<file path="src/rtl/core/pps_pkg.sv">
`default_nettype none
package pps_pkg;

    localparam int MAX_PROCESSES = 16;
    localparam int IDX_W  = (MAX_PROCESSES > 1) ? $clog2(MAX_PROCESSES) : 1;
    localparam int CNT_W  = $clog2(MAX_PROCESSES + 1);
    localparam int ARR_W  = 16;
    localparam int BUR_W  = 16;
    localparam int PRI_W  = 8;
    localparam int JOB_W  = 5;
    localparam int TIME_W = 24;

    typedef struct packed {
        logic load;
        logic scan;
        logic calc;
        logic apply;
        logic record;
        logic clear;
    } t_cmd;

    typedef struct packed {
        logic scan_last;
        logic have_best;
        logic job_done;
        logic run_over;
    } t_status;

endpackage
`default_nettype wire

</file>
<file path="src/rtl/core/pps_ctrl.sv">
`default_nettype none
module pps_ctrl (
    input  wire              i_clk,
    input  wire              i_rst_n,
    input  wire              i_in_valid,
    output logic             o_in_ready,
    input  wire              i_last_job,
    output logic             o_out_valid,
    input  wire              i_out_ready,
    output pps_pkg::t_cmd    o_cmd,
    input  pps_pkg::t_status i_status
);
    import pps_pkg::*;

    typedef enum logic [2:0] {
        S_IDLE,
        S_SCAN,
        S_CALC,
        S_APPLY,
        S_REC,
        S_OUT
    } t_state;

    t_state r_state;
    t_state n_state;
    logic   r_out_valid;
    logic   n_out_valid;

    assign o_in_ready  = (r_state == S_IDLE);
    assign o_out_valid = r_out_valid;

    always_comb begin
        o_cmd        = '0;
        o_cmd.load   = (r_state == S_IDLE) && i_in_valid;
        o_cmd.scan   = (r_state == S_SCAN);
        o_cmd.calc   = (r_state == S_CALC);
        o_cmd.apply  = (r_state == S_APPLY);
        o_cmd.record = (r_state == S_REC);
        o_cmd.clear  = (r_state == S_OUT) && i_out_ready && i_status.run_over;
    end

    always_comb begin
        n_state     = r_state;
        n_out_valid = r_out_valid;
        unique case (r_state)
            S_IDLE: begin
                if (i_in_valid && i_last_job) begin
                    n_state = S_SCAN;
                end
            end
            S_SCAN: begin
                if (i_status.scan_last) begin
                    n_state = S_CALC;
                end
            end
            S_CALC: begin
                n_state = i_status.have_best ? S_APPLY : S_SCAN;
            end
            S_APPLY: begin
                n_state = i_status.job_done ? S_REC : S_SCAN;
            end
            S_REC: begin
                n_state     = S_OUT;
                n_out_valid = 1'b1;
            end
            S_OUT: begin
                if (i_out_ready) begin
                    n_out_valid = 1'b0;
                    n_state     = i_status.run_over ? S_IDLE : S_SCAN;
                end
            end
            default: begin
                n_state = S_IDLE;
            end
        endcase
    end

    always_ff @(posedge i_clk) begin
        if (!i_rst_n) begin
            r_state     <= S_IDLE;
            r_out_valid <= 1'b0;
        end else begin
            r_state     <= n_state;
            r_out_valid <= n_out_valid;
        end
    end

`ifndef SYNTHESIS
    a_valid_in_out: assert property (@(posedge i_clk) disable iff (!i_rst_n)
        r_out_valid |-> (r_state == S_OUT))
        else $error("record valid outside output state");
    a_rescan: assert property (@(posedge i_clk) disable iff (!i_rst_n)
        (r_state == S_APPLY && !i_status.job_done) |=> (r_state == S_SCAN))
        else $error("unfinished job did not rescan");
`endif

endmodule
`default_nettype wire

</file>
<file path="src/rtl/core/pps_dp.sv">
`default_nettype none
module pps_dp (
    input  wire                               i_clk,
    input  wire                               i_rst_n,
    input  pps_pkg::t_cmd                     i_cmd,
    output pps_pkg::t_status                  o_status,
    input  wire  [pps_pkg::ARR_W-1:0]         i_arrival_time,
    input  wire  [pps_pkg::BUR_W-1:0]         i_burst_time,
    input  wire  [pps_pkg::PRI_W-1:0]         i_job_priority,
    output logic [pps_pkg::JOB_W-1:0]         o_job_number,
    output logic [pps_pkg::TIME_W-1:0]        o_start_tick,
    output logic [pps_pkg::TIME_W-1:0]        o_completion_tick,
    output logic [pps_pkg::TIME_W-1:0]        o_turnaround,
    output logic [pps_pkg::TIME_W-1:0]        o_waiting,
    output logic [pps_pkg::TIME_W-1:0]        o_response,
    output logic                              o_last_record
);
    import pps_pkg::*;

    logic [ARR_W-1:0]  r_arr   [MAX_PROCESSES];
    logic [BUR_W-1:0]  r_bur   [MAX_PROCESSES];
    logic [BUR_W-1:0]  r_rem   [MAX_PROCESSES];
    logic [PRI_W-1:0]  r_pri   [MAX_PROCESSES];
    logic [TIME_W-1:0] r_start [MAX_PROCESSES];
    logic [MAX_PROCESSES-1:0] r_done;

    logic [CNT_W-1:0]  r_count;
    logic [CNT_W-1:0]  r_finished;
    logic [TIME_W-1:0] r_tick;
    logic [IDX_W-1:0]  r_scan_idx;

    logic              r_have_best;
    logic [IDX_W-1:0]  r_best_idx;
    logic [ARR_W-1:0]  r_best_arr;
    logic [BUR_W-1:0]  r_best_bur;
    logic [BUR_W-1:0]  r_best_rem;
    logic [PRI_W-1:0]  r_best_pri;
    logic [TIME_W-1:0] r_best_start;
    logic              r_have_next;
    logic [ARR_W-1:0]  r_next_arr;
    logic [BUR_W-1:0]  r_run;

    logic [ARR_W-1:0]  scan_arr;
    logic [BUR_W-1:0]  scan_bur;
    logic [BUR_W-1:0]  scan_rem;
    logic [PRI_W-1:0]  scan_pri;
    logic [TIME_W-1:0] scan_start;
    logic              scan_live;
    logic              arrived;
    logic              take_best;
    logic              take_next;
    logic [TIME_W-1:0] gap;
    logic [BUR_W-1:0]  run_len;
    logic [BUR_W-1:0]  rem_new;
    logic [BUR_W-1:0]  load_bur;
    logic [IDX_W-1:0]  load_idx;

    assign scan_arr   = r_arr[r_scan_idx];
    assign scan_bur   = r_bur[r_scan_idx];
    assign scan_rem   = r_rem[r_scan_idx];
    assign scan_pri   = r_pri[r_scan_idx];
    assign scan_start = (scan_rem == scan_bur) ? r_tick : r_start[r_scan_idx];
    assign scan_live  = !r_done[r_scan_idx];
    assign arrived    = (TIME_W'(scan_arr) <= r_tick);

    assign take_best = scan_live && arrived &&
                       (!r_have_best || (scan_pri > r_best_pri) ||
                        ((scan_pri == r_best_pri) && (scan_arr < r_best_arr)));
    assign take_next = scan_live && !arrived && (!r_have_next || (scan_arr < r_next_arr));

    assign gap     = TIME_W'(r_next_arr) - r_tick;
    assign run_len = (r_have_next && (gap < TIME_W'(r_best_rem))) ? gap[BUR_W-1:0]
                                                                  : r_best_rem;
    assign rem_new = r_best_rem - r_run;

    assign load_bur = (i_burst_time == '0) ? BUR_W'(1) : i_burst_time;
    assign load_idx = r_count[IDX_W-1:0];

    assign o_status.scan_last = ((CNT_W'(r_scan_idx) + CNT_W'(1)) == r_count);
    assign o_status.have_best = r_have_best;
    assign o_status.job_done  = (rem_new == '0);
    assign o_status.run_over  = (r_finished == r_count);

    always_ff @(posedge i_clk) begin
        if (!i_rst_n) begin
            r_count     <= '0;
            r_finished  <= '0;
            r_tick      <= '0;
            r_done      <= '0;
            r_scan_idx  <= '0;
            r_have_best <= 1'b0;
            r_have_next <= 1'b0;
        end else begin
            if (i_cmd.load && (r_count < CNT_W'(MAX_PROCESSES))) begin
                r_arr[load_idx]  <= i_arrival_time;
                r_bur[load_idx]  <= load_bur;
                r_rem[load_idx]  <= load_bur;
                r_pri[load_idx]  <= i_job_priority;
                r_done[load_idx] <= 1'b0;
                r_count          <= r_count + CNT_W'(1);
            end
            if (i_cmd.scan) begin
                r_scan_idx <= r_scan_idx + IDX_W'(1);
                if (take_best) begin
                    r_have_best  <= 1'b1;
                    r_best_idx   <= r_scan_idx;
                    r_best_arr   <= scan_arr;
                    r_best_bur   <= scan_bur;
                    r_best_rem   <= scan_rem;
                    r_best_pri   <= scan_pri;
                    r_best_start <= scan_start;
                end
                if (take_next) begin
                    r_have_next <= 1'b1;
                    r_next_arr  <= scan_arr;
                end
            end
            if (i_cmd.calc) begin
                r_scan_idx  <= '0;
                r_have_best <= 1'b0;
                r_have_next <= 1'b0;
                if (r_have_best) begin
                    r_run <= run_len;
                end else begin
                    r_tick <= TIME_W'(r_next_arr);
                end
            end
            if (i_cmd.apply) begin
                r_rem[r_best_idx]   <= rem_new;
                r_start[r_best_idx] <= r_best_start;
                r_best_rem          <= rem_new;
                r_tick              <= r_tick + TIME_W'(r_run);
                if (rem_new == '0) begin
                    r_done[r_best_idx] <= 1'b1;
                    r_finished         <= r_finished + CNT_W'(1);
                end
            end
            if (i_cmd.clear) begin
                r_count    <= '0;
                r_finished <= '0;
                r_tick     <= '0;
                r_done     <= '0;
            end
        end
    end

    always_ff @(posedge i_clk) begin
        if (i_cmd.record) begin
            o_job_number      <= JOB_W'(r_best_idx) + JOB_W'(1);
            o_start_tick      <= r_best_start;
            o_completion_tick <= r_tick;
            o_turnaround      <= r_tick - TIME_W'(r_best_arr);
            o_waiting         <= r_tick - TIME_W'(r_best_arr) - TIME_W'(r_best_bur);
            o_response        <= r_best_start - TIME_W'(r_best_arr);
            o_last_record     <= (r_finished == r_count);
        end
    end

`ifndef SYNTHESIS
    a_apply_live: assert property (@(posedge i_clk) disable iff (!i_rst_n)
        i_cmd.apply |-> !r_done[r_best_idx])
        else $error("finished job selected to run");
    a_idle_jump: assert property (@(posedge i_clk) disable iff (!i_rst_n)
        (i_cmd.calc && !r_have_best) |-> r_have_next)
        else $error("idle step with no pending arrival");
    a_fin_bound: assert property (@(posedge i_clk) disable iff (!i_rst_n)
        r_finished <= r_count)
        else $error("more jobs finished than loaded");
`endif

endmodule
`default_nettype wire

</file>
<file path="src/rtl/core/preemptive_priority_scheduler_top.sv">
// loading: one job request per cycle, no record for a non-final request
// run: each step scans all jobs, then selects and, if a job has arrived, updates it
// a finishing step also forms the record, then waits for the output handshake
// at most 2*job_count steps per run; output handshake stalls add to the run
// reset clears job count, done flags, tick and state; the job stores hold no reset
`default_nettype none
module preemptive_priority_scheduler_top (
    input  wire                         i_clk,
    input  wire                         i_rst_n,
    input  wire                         i_in_valid,
    output logic                        o_in_ready,
    input  wire  [pps_pkg::ARR_W-1:0]   i_arrival_time,
    input  wire  [pps_pkg::BUR_W-1:0]   i_burst_time,
    input  wire  [pps_pkg::PRI_W-1:0]   i_job_priority,
    input  wire                         i_last_job,
    output logic                        o_out_valid,
    input  wire                         i_out_ready,
    output logic [pps_pkg::JOB_W-1:0]   o_job_number,
    output logic [pps_pkg::TIME_W-1:0]  o_start_tick,
    output logic [pps_pkg::TIME_W-1:0]  o_completion_tick,
    output logic [pps_pkg::TIME_W-1:0]  o_turnaround,
    output logic [pps_pkg::TIME_W-1:0]  o_waiting,
    output logic [pps_pkg::TIME_W-1:0]  o_response,
    output logic                        o_last_record
);
    import pps_pkg::*;

    t_cmd    cmd;
    t_status status;

    pps_ctrl u_ctrl (
        .i_clk       (i_clk),
        .i_rst_n     (i_rst_n),
        .i_in_valid  (i_in_valid),
        .o_in_ready  (o_in_ready),
        .i_last_job  (i_last_job),
        .o_out_valid (o_out_valid),
        .i_out_ready (i_out_ready),
        .o_cmd       (cmd),
        .i_status    (status)
    );

    pps_dp u_dp (
        .i_clk             (i_clk),
        .i_rst_n           (i_rst_n),
        .i_cmd             (cmd),
        .o_status          (status),
        .i_arrival_time    (i_arrival_time),
        .i_burst_time      (i_burst_time),
        .i_job_priority    (i_job_priority),
        .o_job_number      (o_job_number),
        .o_start_tick      (o_start_tick),
        .o_completion_tick (o_completion_tick),
        .o_turnaround      (o_turnaround),
        .o_waiting         (o_waiting),
        .o_response        (o_response),
        .o_last_record     (o_last_record)
    );

endmodule
`default_nettype wire
</file>
<file path="config.mk">
export PLATFORM = sky130hd
export DESIGN_NAME = preemptive_priority_scheduler_top
export DESIGN_NICKNAME = d
export VERILOG_FILES = /design/src/rtl/core/pps_pkg.sv /design/src/rtl/core/pps_ctrl.sv /design/src/rtl/core/pps_dp.sv /design/src/rtl/core/preemptive_priority_scheduler_top.sv
export SDC_FILE = /design/constraint.sdc
export NUM_CORES = 2
export LEC_CHECK = 0
export BUFFER_PORTS_ARGS = -buffer_cell sky130_fd_sc_hd__buf_4
export CAP_MARGIN = 10
export CORE_MARGIN = 2
export CORE_UTILIZATION = 60
export CTS_CLUSTER_SIZE = 12
export DETAILED_ROUTE_END_ITERATION = 12
export GPL_ROUTABILITY_DRIVEN = 0
export PLACE_DENSITY = 0.77
export SETUP_SLACK_MARGIN = 0.15
export SYNTH_ARGS = -nofsm -noshare
export SYNTH_HDL_FRONTEND = slang
export SYNTH_SLANG_ARGS = --single-unit
</file>
<file path="constraint.sdc">
create_clock -name i_clk -period 12.04 [get_ports i_clk]
set_input_delay 3.612 -clock i_clk [delete_from_list [all_inputs] [get_ports i_clk]]
set_output_delay 3.612 -clock i_clk [all_outputs]
set_load 0.1 [all_outputs]
</file>
Word level (Yosys, flattened, before mapping)
Memory sizes are Yosys's and may differ from the RTL's. A register that Yosys moved wholly into a read port is not among the register bits.
Cells that the tools add are included.
Cells by class
  add/subtract/negate cells: 11
  order comparisons: 11
  bitwise logic cells: 4
  equal/unequal tests: 13
  reduce and logical (&&, ||, !) cells: 40
  multiplexer cells: 47
Operators with widths (number)
  2-to-1 mux 16 bit: 10
  2-to-1 mux 24 bit: 4
  subtractor 24 x 16 -> 24 bit: 3
  2-to-1 mux 4 bit: 11
  zero test 16 bit: 2
  less-than comparator 16 bit: 2
  adder 24 x 16 -> 24 bit: 1
  <= comparator 16 x 24 -> 1 bit: 1
  less-than comparator 24 x 16 -> 1 bit: 1
  subtractor 16 x 24 -> 24 bit: 1
  one-hot mux 3 bit (6 select lines): 1
  bitwise AND 16 bit: 1
  == test 16 bit: 1
  inverter 16 bit: 1
  bitwise OR 16 bit: 1
  OR reduction 16 bit: 1
  subtractor 16 bit: 1
  less-than comparator 4 x 5 -> 1 bit (second input constant): 3
  AND reduction 3 bit: 5
  logical AND 1 bit: 13
  2-to-1 mux 1 bit: 12
  2-to-1 mux 3 bit: 4
  adder 4 x 1 -> 5 bit (second input constant): 2
  adder 5 x 1 -> 5 bit (second input constant): 2
  other kinds (22): 42
Storage, ports and cells
  input port bits: 45
  memory bits (writable): 1280
  word-level logic and storage cells: 155
  memories: 5
  register bits: 302
  output and inout port bits: 128
Memory list
  u_dp.r_start: depth 16, bits a word 24, rd ports 1, clocked after memory_dff 1, write ports 1, line pps_dp.sv:24  | logic [TIME_W-1:0] r_start [MAX_PROCESSES];
  u_dp.r_arr: depth 16, bits a word 16, rd ports 1, clocked after memory_dff 1, write ports 1, line pps_dp.sv:20  | logic [ARR_W-1:0] r_arr [MAX_PROCESSES];
  u_dp.r_bur: depth 16, bits a word 16, rd ports 1, clocked after memory_dff 1, write ports 1, line pps_dp.sv:21  | logic [BUR_W-1:0] r_bur [MAX_PROCESSES];
  u_dp.r_rem: depth 16, bits a word 16, rd ports 1, clocked after memory_dff 1, write ports 1, line pps_dp.sv:22  | logic [BUR_W-1:0] r_rem [MAX_PROCESSES];
  u_dp.r_pri: depth 16, bits a word 8, rd ports 1, clocked after memory_dff 1, write ports 1, line pps_dp.sv:23  | logic [PRI_W-1:0] r_pri [MAX_PROCESSES];

Depth between registers and ports, before layout
  word-level depth: 11
  depth in mapped cells: 20
  mapped depth without buffers: 20

Hierarchy
A second synthesis with hierarchy kept.
Unflattened totals
  cells, all modules: 4182
  area, all modules: 68893.6 um^2
By module, submodules not included
  pps_dp: cells an instance 4147, seq. area each 46905.0 um^2, instances 1, area an instance 68623.3 um^2
  pps_ctrl: cells an instance 35, seq. area each 80.1 um^2, instances 1, area an instance 270.3 um^2

Worst setup path after synthesis
OpenSTA, ideal clock, no wires.
  path kind: flip-flop to flip-flop
  from: register with a tool-made name
  to: register u_dp.r_best_arr[0] (enable)
  data arrival time: 7348 ps
  library setup time: 494 ps
  period minus slack after synthesis: 7843 ps
  path buffers: 5
  stages on the path, launching flop included: 19
  required time: 11546 ps
  setup slack: 4197 ps
  cell sequence: dfxtp_1 -> clkbuf_1 -> buf_6 -> buf_2 -> buf_1 -> clkbuf_1 -> mux4_2 -> mux4_2 -> ha_1 -> nor2b_1 -> o21a_1 -> o21a_1 -> o21a_1 -> o21a_1 -> o21ai_0 -> a21oi_1 -> o211ai_1 -> nand3_1 -> nor2_1
RTL lines
  end signal: assignment: line pps_dp.sv:107  | r_best_arr <= scan_arr;
  end: declaration: line pps_dp.sv:34  | logic [ARR_W-1:0] r_best_arr;

Worst setup path after layout
  from: register u_ctrl.r_state[1]
  to: output port o_in_ready
Between the ends
  longest elaborated chain between the ends: 1
RTL lines
  start: declaration: line pps_ctrl.sv:24  | t_state r_state;
  start signal: assignment: line pps_ctrl.sv:83  | r_state <= n_state;
  zero test 3 bit: line pps_ctrl.sv:29  | assign o_in_ready = (r_state == S_IDLE);
  end: declaration: line preemptive_priority_scheduler_top.sv:11  | output logic o_in_ready,
No other way between the ends.

==> flow_summary.toml <==
[worst_hold_path]
holdPathStages = 2
hold-path-endpoint = "u_dp.r_done[14]"
min_from = "u_dp.r_done[14]"
worstHoldPathType = "reg -> reg"

[yosys]
synth_most_common_cell = "edfxtp_1"
syn_avg_cell_area_um2 = 18.56
synth.cells.most_frequent = "edfxtp_1, mux4_2, ha_1"
ys_seq_area_share_pct = 70.70
synth_nets = 3805
netlist-cell-type-count = 80
synth_area_um2 = 66450
synth_cells = 3580
dominantRegCellSynth = "edfxtp_1"
share_of_flip_flops_with_an_asynchronous_set_or_reset_pct = 0
yosysTopAreaCell = "edfxtp_1"
netlist.area_leader.share_pct = 68.77
ys_seq_elements = 1586
synth_edf_count = 1522
synth_top_cells_by_area = "edfxtp_1, mux4_2, ha_1"
yosys_warnings = 0

[route]
wl_per_cell_um = 29.80
drc_errors = 0
wl_um = 160700
vias = 35365
drt-pass1-iter-count = 6
drt-vias-per-instance = 6.558
ant_nets = 0
drt_iter0_markers = 4495

[die]
die_height_um = 336.8
boundaryPins = 173
chipWidth_um = 336.8
design.die.area_um2 = 113400
row_count = 122
initial_cell_density_of_the_core_pct = 60.30
floorplan.core_area_um2 = 110200

[cts]
clkLatencyLatePin_ns = 0.78
clk_transition_reported_paths_ns = 0.06
htree_num_levels = 4
cts.repair.resized = 0
tritoncts = "built"
maximum_clock_path_buffer_count = 3
clock_sinks = 1586
ctsRootBufferMaster = "clkbuf_16"
cts_inserted_buffers = 158
cts_hold_repair.buffers = 0
post_cts_setup_buffers = 0

[sta]
report.final.hold_viol_count = 0
rsz0062_at_grt = "no"
slew_headroom_pct = 16.53
peak_freq_mhz = 158.7
final_critical_path_setup_slack_ns = 5.738
timing.final.setup_violations = 0
final.period_utilization_pct = 52.34
tns_ns = 0
finalMaxSlewViolations = 0
clock-skew-final_ns = 0.03731
fin_worst_hold_slack_ns = 0.4934
final_period_minus_worst_setup_slack_ns = 6.302
worstMarginPinSlew_ns = 1.242

[power]
power_uw = 11810
pwr-share-seq_pct = 52.4
net_switching_fraction_of_the_power_pct = 23.04
intPower_uw = 9090
vdd.ir_drop.worst_v = 0.0001248
p_clk_share_pct = 37.5
p_leak_uw = 0.02436
power.switching_uw = 2720
power-per-cell-area_nw_per_um2 = 159.1
power.share.combinational_pct = 10.1

[global_route]
grt_pass1_wl_um = 234600
vias_in_the_first_global_route = 35081
grt_use_total_pct = 28.71
pin_count_of_the_biggest_net_entering_global_routing = 158
globalRouteOverflowTotal = 0
grt_antenna_before_repair = 4

[final_layout]
finalNetCount = 4048
synthToLayoutAreaGrowth_pct = 11.68
drive_gt1_share_pct = 23.13
finish.instance_area_um2 = 74210

[setup_path]
worstSetupPathType = "reg -> out"
reg2reg_slack_ns = 5.96
r2r.worst_path.cells = 16
crit_path_start_kind = "register"
crit-reg2reg-capture = "u_dp.r_best_bur[3]"
worst_ep_required_time_ns = 8.43
path_max_fanout = 13
worstSetupEndpointType = "output port"
critical_path_arrival_ns = 2.69

[placement]
port_buffers = 172
dp.final_hpwl_um = 94710
placement.cell_area_um2 = 69690
detailedPlace.worstSlack_ns = 5.403

[outcome]
status = "complete, no violations"

[run]
max-cap-violations = 0
==> registers in the layout, indices dropped and copies added, names as in the netlist, 24 cells and up, named ones only <==
register                flops
u_dp.r_best_start          24
u_dp.o_start_tick          24
u_dp.r_arr                256
u_dp.r_bur                256
u_dp.r_tick                24
u_dp.r_start              384
u_dp.o_completion_tick     24
u_dp.r_rem                256
u_dp.o_turnaround          24
u_dp.o_response            24
u_dp.r_pri                128
u_dp.o_waiting             24
==> area by class of cell <==
cell class                 instances  area [µm²]
sequential                      1586       47000
fill                            7057       36000
multi-input combinational       1698       18470
clock buffer                     201        4168
timing repair buffer             245        1893
tap                             1488        1862
inverter                         134       503.0
clock inverter                    40       320.3
antenna                            1       2.502
==> worst max path at each step <==
stage                            from             endpoint
CTS                          register  u_dp.r_best_bur[10]
global placement              i_rst_n     u_dp.r_rem[6][5]
floorplan                    register   u_dp.r_best_arr[0]
global route                 register   u_dp.r_best_bur[3]
detailed placement            i_rst_n    u_dp.r_rem[0][12]
finish              u_ctrl.r_state[1]           o_in_ready
==> worst max-delay path, cell delays in order (launching register included) <==
cell and delay, ns:
dfxtp_1 0.51, nor3_1 0.96, buf_4 0.45
==> through the flow <==
step / utilization [%] / instances
final: 67.34 / 5393
after global routing: 67.34 / 5392
after detailed placement: 63.23 / 5149
after floorplan: - / 3580
after global placement: 63.23 / 5149
after CTS: 67.31 / 5390
==> cell usage in the layout, fill, tap and decap left out, types with 60 or more instances in the layout <==
cell | Yosys | routed
edfxtp_1 | 1522 | 1522
mux4_2 | 405 | 405
buf_4 | 4 | 240
ha_1 | 174 | 174
clkbuf_16 | 0 | 160
inv_1 | 134 | 134
nand2_1 | 126 | 126
nor2_1 | 150 | 117
o21ai_0 | 112 | 111
a21oi_1 | 86 | 84
xnor2_1 | 75 | 75
dfxtp_1 | 64 | 60
==> metal layers <==
layer  up-vias  GRT usage [%]  share of wire, %
li1      14921              -                 -
met1     18238          40.62                39
met2      1941          45.65                48
met3       261          6.787                11
met4         4          7.475               2.4
met5         -              0             0.016
==> power by group through the flow <==
stage	Combinational (µW)	Clock, µW	Sequential (µW)
after floorplan	862	0	6260
after global placement	1150	0	6300
after detailed placement	1170	0	6300
after CTS	1190	4480	6190
after global routing	1280	4680	6190
final	1190	4430	6190
==> kinds of logic (layout without fill, tap and decap cells) <==
logic type	count (synthesis)	count (layout)	share of synthesized area, %
flip-flops	1586	1586	70.70
AND/OR/NAND/NOR	536	536	3.976
multiplexers	439	439	14.33
AO/OA/AOI/OAI	423	423	4.148
buffers and inverters	296	620	1.807
adder cells (fa/ha/maj)	180	180	3.457
XOR/XNOR	120	120	1.582
other	0	1	0
Power figures use the tool's default switching activity.
